===== src/sv/gfa_pkg.sv =====
// Shared types, codes and widths of the GF(2^8) field arithmetic unit.
package gfa_pkg;

  localparam int FIELD_BITS = 8;
  localparam int ELEM_W = FIELD_BITS;
  localparam int POLY_W = FIELD_BITS + 1;
  localparam int DEG_W = $clog2(POLY_W);
  localparam int CNT_W = $clog2(POLY_W + 1);

  localparam logic [POLY_W-1:0] POLY_RESET = POLY_W'(12'h11b);

  localparam logic [CNT_W-1:0] ELEM_STEPS = CNT_W'(ELEM_W);
  localparam logic [CNT_W-1:0] POLY_STEPS = CNT_W'(POLY_W);

  localparam logic [2:0] CMD_ADD = 3'd0;
  localparam logic [2:0] CMD_MUL = 3'd1;
  localparam logic [2:0] CMD_QUO = 3'd2;
  localparam logic [2:0] CMD_REM = 3'd3;
  localparam logic [2:0] CMD_INV = 3'd4;

  localparam logic [1:0] STAT_OK = 2'd0;
  localparam logic [1:0] STAT_DIV0 = 2'd1;
  localparam logic [1:0] STAT_NOINV = 2'd2;

  typedef struct packed {
    logic [2:0]        cmd;
    logic [ELEM_W-1:0] operand_a;
    logic [ELEM_W-1:0] operand_b;
  } gfa_req_t;

  typedef struct packed {
    logic [ELEM_W-1:0] result;
    logic [1:0]        status;
  } gfa_rsp_t;

  typedef enum logic [2:0] {
    ST_IDLE,
    ST_DIV,
    ST_MRED,
    ST_MMUL,
    ST_IDIV,
    ST_IMUL
  } gfa_state_t;

endpackage


===== src/sv/gf2_8_field_alu_unit.sv =====
// Top level of the GF(2^8) field arithmetic unit with its bit-serial shared datapath.
//
// A command transfers on a rising edge with start high and busy low; its single
// result appears on res for exactly one cycle with done high, and the receiver
// cannot stall it. Add, the unused command codes, quotient or remainder by zero and
// the inverse of zero or one answer in the cycle after the transfer. Other quotient
// and remainder commands run one division; multiply first reduces operand_a by the
// field polynomial, then does the interleaved multiply; and each answers in the
// cycle after the last busy cycle. Inverse runs Euclid rounds, each one polynomial
// division followed by the Bezout multiply, at most 7 rounds. Quotient, remainder,
// multiply and inverse use the one shift-and-reduce step unit, which handles one
// bit per cycle. A new command may transfer in the same cycle as done. field_poly
// is written with cfg_we and cfg_data; the user must write it only while the unit
// is not busy, and the unit itself does not enforce this.
module gf2_8_field_alu_unit (
  input  logic                            clk,
  input  logic                            rst,
  input  logic                            start,
  output logic                            busy,
  input  gfa_pkg::gfa_req_t               op,
  output logic                            done,
  output gfa_pkg::gfa_rsp_t               res,
  input  logic                            cfg_we,
  input  logic [gfa_pkg::POLY_W-1:0]      cfg_data
);

  gfa_pkg::gfa_state_t state, state_next;

  logic [gfa_pkg::POLY_W-1:0] field_poly;
  logic [gfa_pkg::CNT_W-1:0]  count, count_next;
  logic [2:0]                 opcode, opcode_next;
  logic [gfa_pkg::ELEM_W-1:0] opb, opb_next;
  logic [gfa_pkg::POLY_W-1:0] rem, rem_next;
  logic [gfa_pkg::POLY_W-1:0] sreg, sreg_next;
  logic [gfa_pkg::ELEM_W-1:0] quo, quo_next;
  logic [gfa_pkg::ELEM_W-1:0] x, x_next;
  logic [gfa_pkg::POLY_W-1:0] r2, r2_next;
  logic [gfa_pkg::POLY_W-1:0] r1, r1_next;
  logic [gfa_pkg::ELEM_W-1:0] b2, b2_next;
  logic [gfa_pkg::ELEM_W-1:0] b1, b1_next;
  gfa_pkg::gfa_rsp_t          res_next;
  logic                       done_next;

  logic [gfa_pkg::POLY_W-1:0] modulus;
  logic                       in_bit;
  logic [gfa_pkg::ELEM_W-1:0] addend;
  logic [gfa_pkg::DEG_W-1:0]  dm;
  logic                       m_nz;
  logic [gfa_pkg::POLY_W-1:0] shifted;
  logic                       hit;
  logic [gfa_pkg::POLY_W-1:0] rem_step;
  logic [gfa_pkg::ELEM_W-1:0] quo_step;
  logic [gfa_pkg::ELEM_W-1:0] nb;
  logic                       last;

  function automatic logic [gfa_pkg::DEG_W-1:0] degree(input logic [gfa_pkg::POLY_W-1:0] m);
    logic [gfa_pkg::DEG_W-1:0] d;
    d = '0;
    for (int i = 0; i < gfa_pkg::POLY_W; i++) begin
      if (m[i]) begin
        d = gfa_pkg::DEG_W'(i);
      end
    end
    return d;
  endfunction

  // The shared step unit: shift one bit in, reduce once, add an operand.
  always_comb begin
    modulus = field_poly;
    in_bit = 1'b0;
    addend = '0;
    case (state)
      gfa_pkg::ST_DIV: begin
        modulus = {1'b0, opb};
        in_bit = sreg[gfa_pkg::POLY_W-1];
      end
      gfa_pkg::ST_MRED: begin
        in_bit = sreg[gfa_pkg::POLY_W-1];
      end
      gfa_pkg::ST_IDIV: begin
        modulus = r1;
        in_bit = sreg[gfa_pkg::POLY_W-1];
      end
      gfa_pkg::ST_MMUL, gfa_pkg::ST_IMUL: begin
        addend = sreg[gfa_pkg::POLY_W-1] ? x : '0;
      end
      default: begin
        modulus = field_poly;
      end
    endcase
  end

  assign dm = degree(modulus);
  assign m_nz = |modulus;
  assign shifted = {rem[gfa_pkg::ELEM_W-1:0], in_bit};
  assign hit = m_nz && shifted[dm];
  assign rem_step = (hit ? (shifted ^ modulus) : shifted) ^ {1'b0, addend};
  assign quo_step = {quo[gfa_pkg::ELEM_W-2:0], hit};
  assign nb = b2 ^ rem_step[gfa_pkg::ELEM_W-1:0];
  assign last = (count == gfa_pkg::CNT_W'(1));
  assign busy = (state != gfa_pkg::ST_IDLE);

  always_comb begin
    state_next = state;
    count_next = count;
    opcode_next = opcode;
    opb_next = opb;
    rem_next = rem;
    sreg_next = sreg;
    quo_next = quo;
    x_next = x;
    r2_next = r2;
    r1_next = r1;
    b2_next = b2;
    b1_next = b1;
    res_next = res;
    done_next = 1'b0;
    case (state)
      gfa_pkg::ST_IDLE: begin
        if (start) begin
          opcode_next = op.cmd;
          opb_next = op.operand_b;
          rem_next = '0;
          quo_next = '0;
          sreg_next = {op.operand_a, 1'b0};
          count_next = gfa_pkg::ELEM_STEPS;
          res_next.result = '0;
          res_next.status = gfa_pkg::STAT_OK;
          case (op.cmd)
            gfa_pkg::CMD_ADD: begin
              res_next.result = op.operand_a ^ op.operand_b;
              done_next = 1'b1;
            end
            gfa_pkg::CMD_MUL: begin
              state_next = gfa_pkg::ST_MRED;
            end
            gfa_pkg::CMD_QUO: begin
              if (op.operand_b == '0) begin
                res_next.status = gfa_pkg::STAT_DIV0;
                done_next = 1'b1;
              end else begin
                state_next = gfa_pkg::ST_DIV;
              end
            end
            gfa_pkg::CMD_REM: begin
              if (op.operand_b == '0) begin
                res_next.result = op.operand_a;
                done_next = 1'b1;
              end else begin
                state_next = gfa_pkg::ST_DIV;
              end
            end
            gfa_pkg::CMD_INV: begin
              if (op.operand_b == gfa_pkg::ELEM_W'(1)) begin
                res_next.result = gfa_pkg::ELEM_W'(1);
                done_next = 1'b1;
              end else if (op.operand_b == '0) begin
                res_next.status = gfa_pkg::STAT_NOINV;
                done_next = 1'b1;
              end else begin
                r2_next = field_poly;
                r1_next = {1'b0, op.operand_b};
                b2_next = '0;
                b1_next = gfa_pkg::ELEM_W'(1);
                sreg_next = field_poly;
                count_next = gfa_pkg::POLY_STEPS;
                state_next = gfa_pkg::ST_IDIV;
              end
            end
            default: begin
              done_next = 1'b1;
            end
          endcase
        end
      end
      gfa_pkg::ST_DIV: begin
        rem_next = rem_step;
        quo_next = quo_step;
        sreg_next = {sreg[gfa_pkg::POLY_W-2:0], 1'b0};
        count_next = count - gfa_pkg::CNT_W'(1);
        if (last) begin
          res_next.result = (opcode == gfa_pkg::CMD_QUO) ? quo_step
                                                         : rem_step[gfa_pkg::ELEM_W-1:0];
          res_next.status = gfa_pkg::STAT_OK;
          done_next = 1'b1;
          state_next = gfa_pkg::ST_IDLE;
        end
      end
      gfa_pkg::ST_MRED: begin
        rem_next = rem_step;
        sreg_next = {sreg[gfa_pkg::POLY_W-2:0], 1'b0};
        count_next = count - gfa_pkg::CNT_W'(1);
        if (last) begin
          x_next = rem_step[gfa_pkg::ELEM_W-1:0];
          rem_next = '0;
          sreg_next = {opb, 1'b0};
          count_next = gfa_pkg::ELEM_STEPS;
          state_next = gfa_pkg::ST_MMUL;
        end
      end
      gfa_pkg::ST_MMUL: begin
        rem_next = rem_step;
        sreg_next = {sreg[gfa_pkg::POLY_W-2:0], 1'b0};
        count_next = count - gfa_pkg::CNT_W'(1);
        if (last) begin
          res_next.result = rem_step[gfa_pkg::ELEM_W-1:0];
          res_next.status = gfa_pkg::STAT_OK;
          done_next = 1'b1;
          state_next = gfa_pkg::ST_IDLE;
        end
      end
      gfa_pkg::ST_IDIV: begin
        rem_next = rem_step;
        quo_next = quo_step;
        sreg_next = {sreg[gfa_pkg::POLY_W-2:0], 1'b0};
        count_next = count - gfa_pkg::CNT_W'(1);
        if (last) begin
          r2_next = r1;
          r1_next = rem_step;
          x_next = b1;
          rem_next = '0;
          sreg_next = {quo_step, 1'b0};
          count_next = gfa_pkg::ELEM_STEPS;
          state_next = gfa_pkg::ST_IMUL;
        end
      end
      gfa_pkg::ST_IMUL: begin
        rem_next = rem_step;
        sreg_next = {sreg[gfa_pkg::POLY_W-2:0], 1'b0};
        count_next = count - gfa_pkg::CNT_W'(1);
        if (last) begin
          b2_next = b1;
          b1_next = nb;
          if (r1[gfa_pkg::POLY_W-1:1] != '0) begin
            rem_next = '0;
            quo_next = '0;
            sreg_next = r2;
            count_next = gfa_pkg::POLY_STEPS;
            state_next = gfa_pkg::ST_IDIV;
          end else if (r1[0]) begin
            res_next.result = nb;
            res_next.status = gfa_pkg::STAT_OK;
            done_next = 1'b1;
            state_next = gfa_pkg::ST_IDLE;
          end else begin
            res_next.result = r2[gfa_pkg::ELEM_W-1:0];
            res_next.status = gfa_pkg::STAT_NOINV;
            done_next = 1'b1;
            state_next = gfa_pkg::ST_IDLE;
          end
        end
      end
      default: begin
        state_next = gfa_pkg::ST_IDLE;
      end
    endcase
  end

  always_ff @(posedge clk) begin
    if (rst) begin
      state <= gfa_pkg::ST_IDLE;
      done <= 1'b0;
      field_poly <= gfa_pkg::POLY_RESET;
    end else begin
      state <= state_next;
      done <= done_next;
      if (cfg_we) begin
        field_poly <= cfg_data;
      end
    end
  end

  always_ff @(posedge clk) begin
    count <= count_next;
    opcode <= opcode_next;
    opb <= opb_next;
    rem <= rem_next;
    sreg <= sreg_next;
    quo <= quo_next;
    x <= x_next;
    r2 <= r2_next;
    r1 <= r1_next;
    b2 <= b2_next;
    b1 <= b1_next;
    res <= res_next;
  end

`ifndef NO_ASSERTIONS
  // A result follows only a transfer or a busy cycle.
  a_done_cause: assert property (@(posedge clk) disable iff (rst)
    done |-> $past(start || busy))
    else $error("result strobe without a command");

  // No result is shown while a command is still being worked on.
  a_done_not_busy: assert property (@(posedge clk) disable iff (rst)
    busy |-> !done)
    else $error("result strobe while busy");

  // The step counter never runs out while the sequencer is active.
  a_count_live: assert property (@(posedge clk) disable iff (rst)
    busy |-> (count != '0))
    else $error("step counter empty while busy");

  // Euclid divisions always use a divisor of degree one or more.
  a_idiv_divisor: assert property (@(posedge clk) disable iff (rst)
    (state == gfa_pkg::ST_IDIV) |-> (r1[gfa_pkg::POLY_W-1:1] != '0))
    else $error("Euclid division by a constant");
`endif

endmodule

===== config.mk =====
export PLATFORM = sky130hd
export DESIGN_NAME = gf2_8_field_alu_unit
export DESIGN_NICKNAME = d
export VERILOG_FILES = /design/src/sv/gfa_pkg.sv /design/src/sv/gf2_8_field_alu_unit.sv
export SDC_FILE = /design/constraint.sdc
export NUM_CORES = 1
export LEC_CHECK = 0
export BUFFER_PORTS_ARGS = -buffer_cell sky130_fd_sc_hd__buf_4
export CORE_ASPECT_RATIO = 0.5
export CORE_MARGIN = 5
export CORE_UTILIZATION = 60
export DETAILED_ROUTE_END_ITERATION = 7
export HOLD_SLACK_MARGIN = 0.06
export MAX_ROUTING_LAYER = met4
export PLACE_DENSITY = 0.79
export SYNTH_ARGS = -nofsm -noshare
export SYNTH_HDL_FRONTEND = slang
export SYNTH_SLANG_ARGS = --single-unit

===== constraint.sdc =====
create_clock -name clk -period 4.8 [get_ports clk]
set_input_delay 0.24 -clock clk [delete_from_list [all_inputs] [get_ports clk]]
set_output_delay 0.24 -clock clk [all_outputs]
set_load 0.1 [all_outputs]

[Word-level counts from Yosys, hierarchy flattened]
Index checks and enable logic that the tools add are counted.
Word-level totals
  input port bits: 32
  word-level logic and storage cells: 180
  output and inout port bits: 12
  flip-flop bits (word level): 104
Operators by class
  $add $sub $neg: 1
  bitwise logic cells: 4
  multiplexer cells: 101
  equal/unequal tests: 28
  reduce and logical (&&, ||, !) cells: 29
  order comparisons: 1
Operator list (count)
  2-to-1 mux 9 bit: 19
  2-to-1 mux 8 bit: 19
  2-to-1 mux 10 bit: 6
  one-hot mux 9 bit (2 select lines): 3
  one-hot mux 8 bit (2 select lines): 3
  one-hot mux 9 bit (5 select lines): 1
  2-to-1 mux 4 bit: 11
  one-hot mux 10 bit (4 select lines): 1
  one-hot mux 8 bit (4 select lines): 1
  2-to-1 mux 3 bit: 9
  one-hot mux 8 bit (3 select lines): 1
  2-to-1 mux 7 bit: 3
  one-hot mux 7 bit (3 select lines): 1
  inequality test 2 bit (second input constant): 10
  AND reduction 6 bit: 3
  one-hot mux 4 bit (4 select lines): 1
  XOR 8 bit: 2
  == test 3 x 2 -> 1 bit (second input constant): 5
  one-hot mux 3 bit (5 select lines): 1
  2-to-1 mux 1 bit: 14
  OR reduction 2 bit: 5
  == test 3 bit (second input constant): 3
  inequality test 3 bit (second input constant): 3
  one-hot mux 3 bit (3 select lines): 1
  other kinds (27): 38

[Logic depth before layout (Yosys ltp)]
  depth in word-level cells: 20
  gate-level depth with buffers: 14
  depth with buffers taken out: 10

[Worst setup path after synthesis]
Ideal clock, no wire load.
  kind: register to register
  from: register state[2]
  to: register count[0] (netlist name), enable pin
  setup time: 431 ps
  clock period less this slack: 3284 ps
  stages on the path, launching flop included: 7
  required time: 4369 ps
  data arrival time: 2852 ps
  buffers on the path: 4
  setup slack: 1516 ps
  cell sequence: dfxtp_1 > buf_6 > buf_2 > clkbuf_1 > clkbuf_1 > nor3_1 > a21boi_0
Between the ends
  longest elaborated chain between the ends: 4
  elaborated cells between the ends (all ways): 11
  classes of those cells: eq/ne (6); reduce/logical (5)
RTL lines
  from (decl): line gf2_8_field_alu_unit.sv:27  | gfa_pkg::gfa_state_t state, state_next;
  from (signal assigned): line gf2_8_field_alu_unit.sv:261  | state <= gfa_pkg::ST_IDLE;
  from (signal assigned): line gf2_8_field_alu_unit.sv:265  | state <= state_next;
  == test 3 x 2 -> 1 bit, or another cell as far along: line gf2_8_field_alu_unit.sv:118  | case (state)
  OR reduction 2 bit (no line)
  nonzero test 4 bit (no line)
  AND reduction 2 bit (no line) *
  to (signal assigned): line gf2_8_field_alu_unit.sv:274  | count <= count_next;
  to (decl): line gf2_8_field_alu_unit.sv:30  | logic [gfa_pkg::CNT_W-1:0] count, count_next;
Every way passes the cells marked *; elsewhere a longest branch is shown, timed or not.
A chain may end at the register's enable or synchronous reset.

[Worst setup path after layout]
  from: register state[2]
  to: register r1[0] (netlist name) (data pin)
Between the ends
  longest elaborated chain between the ends: 17
  elaborated cells between the ends (all ways): 28
  classes of those cells: eq/ne (5); mux (16); bitwise (2); reduce/logical (5)
RTL lines
  == test 3 bit / == test 3 x 1 -> 1 bit (equally long branches): line gf2_8_field_alu_unit.sv:72, gf2_8_field_alu_unit.sv:118
  one-hot mux 9 bit (2 select lines): line gf2_8_field_alu_unit.sv:72  | case (state)
  2-to-1 mux 1 bit: line gf2_8_field_alu_unit.sv:60  | if (m[i]) begin
  2-to-1 mux 4 bit (7 in series): line gf2_8_field_alu_unit.sv:60
  binary-select mux 1 bit (select 4 bit): line gf2_8_field_alu_unit.sv:96  | assign hit = m_nz && shifted[dm];
  2-to-1 mux 1 bit (implied by the code): line gf2_8_field_alu_unit.sv:96
  logical AND 1 bit: line gf2_8_field_alu_unit.sv:96
  2-to-1 mux 9 bit: line gf2_8_field_alu_unit.sv:97  | assign rem_step = (hit ? (shifted ^ modulus) : shifted) ^ {1'b0, addend};
  XOR 9 x 8 -> 9 bit: line gf2_8_field_alu_unit.sv:97
  2-to-1 mux 9 bit: line gf2_8_field_alu_unit.sv:217  | if (last) begin
  one-hot mux 9 bit (2 select lines) *: line gf2_8_field_alu_unit.sv:118
  via r1_next (one bit): line gf2_8_field_alu_unit.sv:38  | logic [gfa_pkg::POLY_W-1:0] r1, r1_next;
  to (signal assigned): line gf2_8_field_alu_unit.sv:282  | r1 <= r1_next;
  to (decl): line gf2_8_field_alu_unit.sv:38
Mark *: on every way through the listed nets, which the timed path passes. The rest lies on a longest branch. The select of a mux whose other input is x is not followed.

==> qor.csv <==
metric,value,unit
status,"complete, but fails checks",
failing checks,design-rule violations,
TritonCTS Buffers,9,
"FF+latch count, synth",104,
fraction of layout instances using a drive strength above 1,13.3,%
largest net degree at the start of global routing,27,
Post-Layout Cell Count,791,
setup TNS,0,ps
Buf/Inv on CP,0,
Routed Antenna Nets,0,
Syn. warnings,0,
Util after Layout,70.0,%
Avg WL per Cell,23.8,um
Logic pwr share,35.9,%
Hold Buf Count CTS,0,
relative slew slack,22.7,%
Lkg Pwr,2.38,nW
GRT Resource Usage Total,32.2,%
Syn Std Cell Area,6060,sq um
RSZ-0062 raised after global routing,no,
Critical Path RT,4860,ps
Startpoint Class,flip-flop,
clock-pin slew of the registers on the worst-case setup and hold paths,70,ps
dpl cells,774,
Slew @ Worst Pin,1150,ps
die area,12300,sq um
# port buffers,43,
clk sinks,104,
starting density of the core,62.9,%
sequential share of power,41.1,%
CP max stage cell,dfxtp_1,
# DRC,2,
HPWL after detailed placement,13800,um
crit-path cells,"nand2_1, a21oi_2, o211ai_2, a2111oi_2, o21ai_0, a211oi_1, o31a_4, nand2_1, xnor2_1, o21ai_0",
Worst R2R Setup Slack,890,ps
CP arrival,3970,ps
Congestion Overflow GR,0,
Main synth FF type,edfxtp_1,
area of the core,9630,sq um
drt first pass iters,8,
period utilization,81.4,%
Starting DRT DRC Count,855,
GPL Wtd Cong,0.976,
Final Skew,4.49,ps
Die W,152,um
critical path class,reg2reg,
Power Density,480,nW/um^2
Post-synth EDFFs,91,
# IOs,44,
register area share after synthesis,49.4,%
vias in the first global route,4992,
antenna violations before repair,1,
Post-Syn Instances,621,
chip height,81.0,um
CTS H-tree lvls,3,
first-pass GRT wire length,29200,um
Switching Fraction,39.3,%
internal power,0.00197,W
vias post-DR,5395,
max-cap viol count,0,
Worst setup EP type,flip-flop,
Core Rows,25,
filler instances,769,
clock buffer depth,2,
P&R area growth vs syn,11.4,%
CP Max Fanout,22,
VDD IR max,308,uV
net switching power,0.00127,W
CTS Root Cell,clkbuf_16,
setup bufs post-CTS,0,
CTS tree,built,
achievable frequency,256,MHz
Vias/cell,6.82,
cts repair resizes,0,
fin nets,684,
post-synth cell types,69,
cell taking the most area after synthesis,edfxtp_1,
HP Class,in2reg,
Tmin final,3910,ps
Final Hold Viols,0,
Async SR Flop Fraction,0,%
worst skew pair latency,350,ps
post-synthesis net count,655,
Synth Area per Inst,9.75,sq um
fin. max-slew vios,0,
Clk network pwr share,23.1,%
Final Setup Violations,0,
critical path's top delay family,compound AO/OA/AOI/OAI gates,
max incr delay on CP,720,ps
Detailed Route WL,18800,um
post-synth top area share,45.1,%
Area contributors post-synth,"edfxtp_1 (45%), nand2_1 (6.1%), dfxtp_1 (4.3%), o21ai_0 (4.0%), a21oi_1 (3.0%)",
==> layer usage <==
| metal | vias to the layer above | GRT usage (%) | routed length, um |
|---|---|---|---|
| li1 | 2402 | - | - |
| met1 | 2528 | 46.8 | 8160 |
| met2 | 431 | 41.9 | 7200 |
| met3 | 34 | 13.0 | 3250 |
| met4 | 0 | 6.28 | 229 |
| met5 | - | - | 0 |
==> flip-flops by register name, summed over array words and instances, names as in the netlist <==
name / flops
quo: 7
count: 4
opcode: 3
rem: 8
b2: 8
field_poly: 9
r2: 9
sreg: 9
state: 3
res: 10
b1: 8
r1: 9
opb: 8
done: 1
x: 8
==> layout by cell type, fill, tap and decap left out, drive strengths merged, types with 3 or more instances in the layout <==
cell type / Yosys / routed
nand2: 98 / 98
edfxtp: 91 / 91
o21ai: 61 / 61
buf: 12 / 54
nor2: 44 / 44
a21oi: 39 / 39
mux2i: 16 / 16
nand3b: 16 / 16
nor3: 16 / 16
a222oi: 14 / 14
and3: 14 / 14
dfxtp: 13 / 13
and2: 12 / 12
inv: 10 / 12
o211ai: 11 / 11
o21a: 10 / 10
xnor2: 10 / 10
or3: 10 / 10
or2: 10 / 10
nand3: 9 / 9
o2111ai: 9 / 9
clkbuf: 24 / 9
o221ai: 7 / 7
nand2b: 7 / 7
a211oi: 6 / 6
nor2b: 5 / 5
o22ai: 5 / 5
a21o: 3 / 3
xor2: 3 / 3
a21boi: 3 / 3
==> worst register-to-register path: cells and delay by family (launching register included) <==
family,cells,cell delay (ps)
AOI/OAI and AO/OA,7,1980
xor gates and xnor gates,1,390
DFF,1,720
and+or+nand+nor,2,530
==> cells in the mapped netlist, drive strengths merged, types with 2 or more instances <==
| cell | instances |
|---|---|
| nor4 | 2 |
| and2 | 12 |
| clkbuf | 24 |
| o211ai | 11 |
| nand2 | 98 |
| nand3b | 16 |
| a21oi | 39 |
| or4 | 2 |
| xnor2 | 10 |
| or3 | 10 |
| xor2 | 3 |
| nand3 | 9 |
| o2111ai | 9 |
| a221o | 2 |
| edfxtp | 91 |
| o21ai | 61 |
| nor3 | 16 |
| a21boi | 3 |
| or2 | 10 |
| dfxtp | 13 |
| nor2b | 5 |
| ha | 2 |
| and3 | 14 |
| nor3b | 2 |
| o21a | 10 |
| inv | 10 |
| mux2i | 16 |
| a21o | 3 |
| o22ai | 5 |
| o221ai | 7 |
| nor2 | 44 |
| nand2b | 7 |
| a31oi | 2 |
| a211oi | 6 |
| buf | 12 |
| a222oi | 14 |
==> logic make-up after synthesis <==
kind of cell             Yosys count  synth area share (%)
AND/OR/NAND/NOR                  252                  20.7
AO/OA/AOI/OAI                    188                  21.2
flip-flops                       104                  49.4
buffers and inverters             46                  3.78
multiplexers                      16                  2.64
XOR/XNOR                          13                  1.88
adder cells (fa/ha/maj)            2                 0.413
==> path summary, 6_finish.rpt <==
check | end | start | depth (start not counted)
worst max-delay path | r1[0]$_DFFE_PP_ | state[2]$_SDFFE_PP0P_ | 10
worst min-delay path | field_poly[3]$_SDFFE_PP1P_ | cfg_data[3] | 3
worst max register to register | r1[0]$_DFFE_PP_ | state[2]$_SDFFE_PP0P_ | 10
worst min register to register | sreg[7]$_DFFE_PP_ | sreg[6]$_DFFE_PP_ | 2
==> stage by stage <==
step           power (W)  hold WS, ps  area (sq um)  setup slack (ps)
2_1_floorplan    0.00215          339          6060              1520
3_3_place_gp     0.00245          454          6450              1150
3_5_place_dp     0.00247          462          6450              1010
4_1_cts          0.00321         95.7          6740               981
5_1_grt          0.00338         96.1          6750               475
6_report         0.00324          102          6750               891
==> power groups by stage <==
stage	Sequential (W)	Combinational [W]	Clock, W
finish	0.00133	0.00116	0.000748
global route	0.00134	0.00125	0.000784
CTS	0.00132	0.00114	0.000750
detailed placement	0.00134	0.00113	0
global placement	0.00134	0.00111	0
floorplan	0.00142	0.000728	0
==> final cells by class <==
cell class	instances	area [sq um]	area share, %
clock inverters	7	70.1	1.04
clock buffers	9	225	3.34
well taps	135	169	2.50
diodes	1	2.50	0.0371
multi-input cells	471	2840	42.2
repair buffers	54	405	6.01
inverters	10	37.5	0.556
flip-flops and latches	104	2990	44.4
Note: power is estimated with default switching activity, not from simulation.
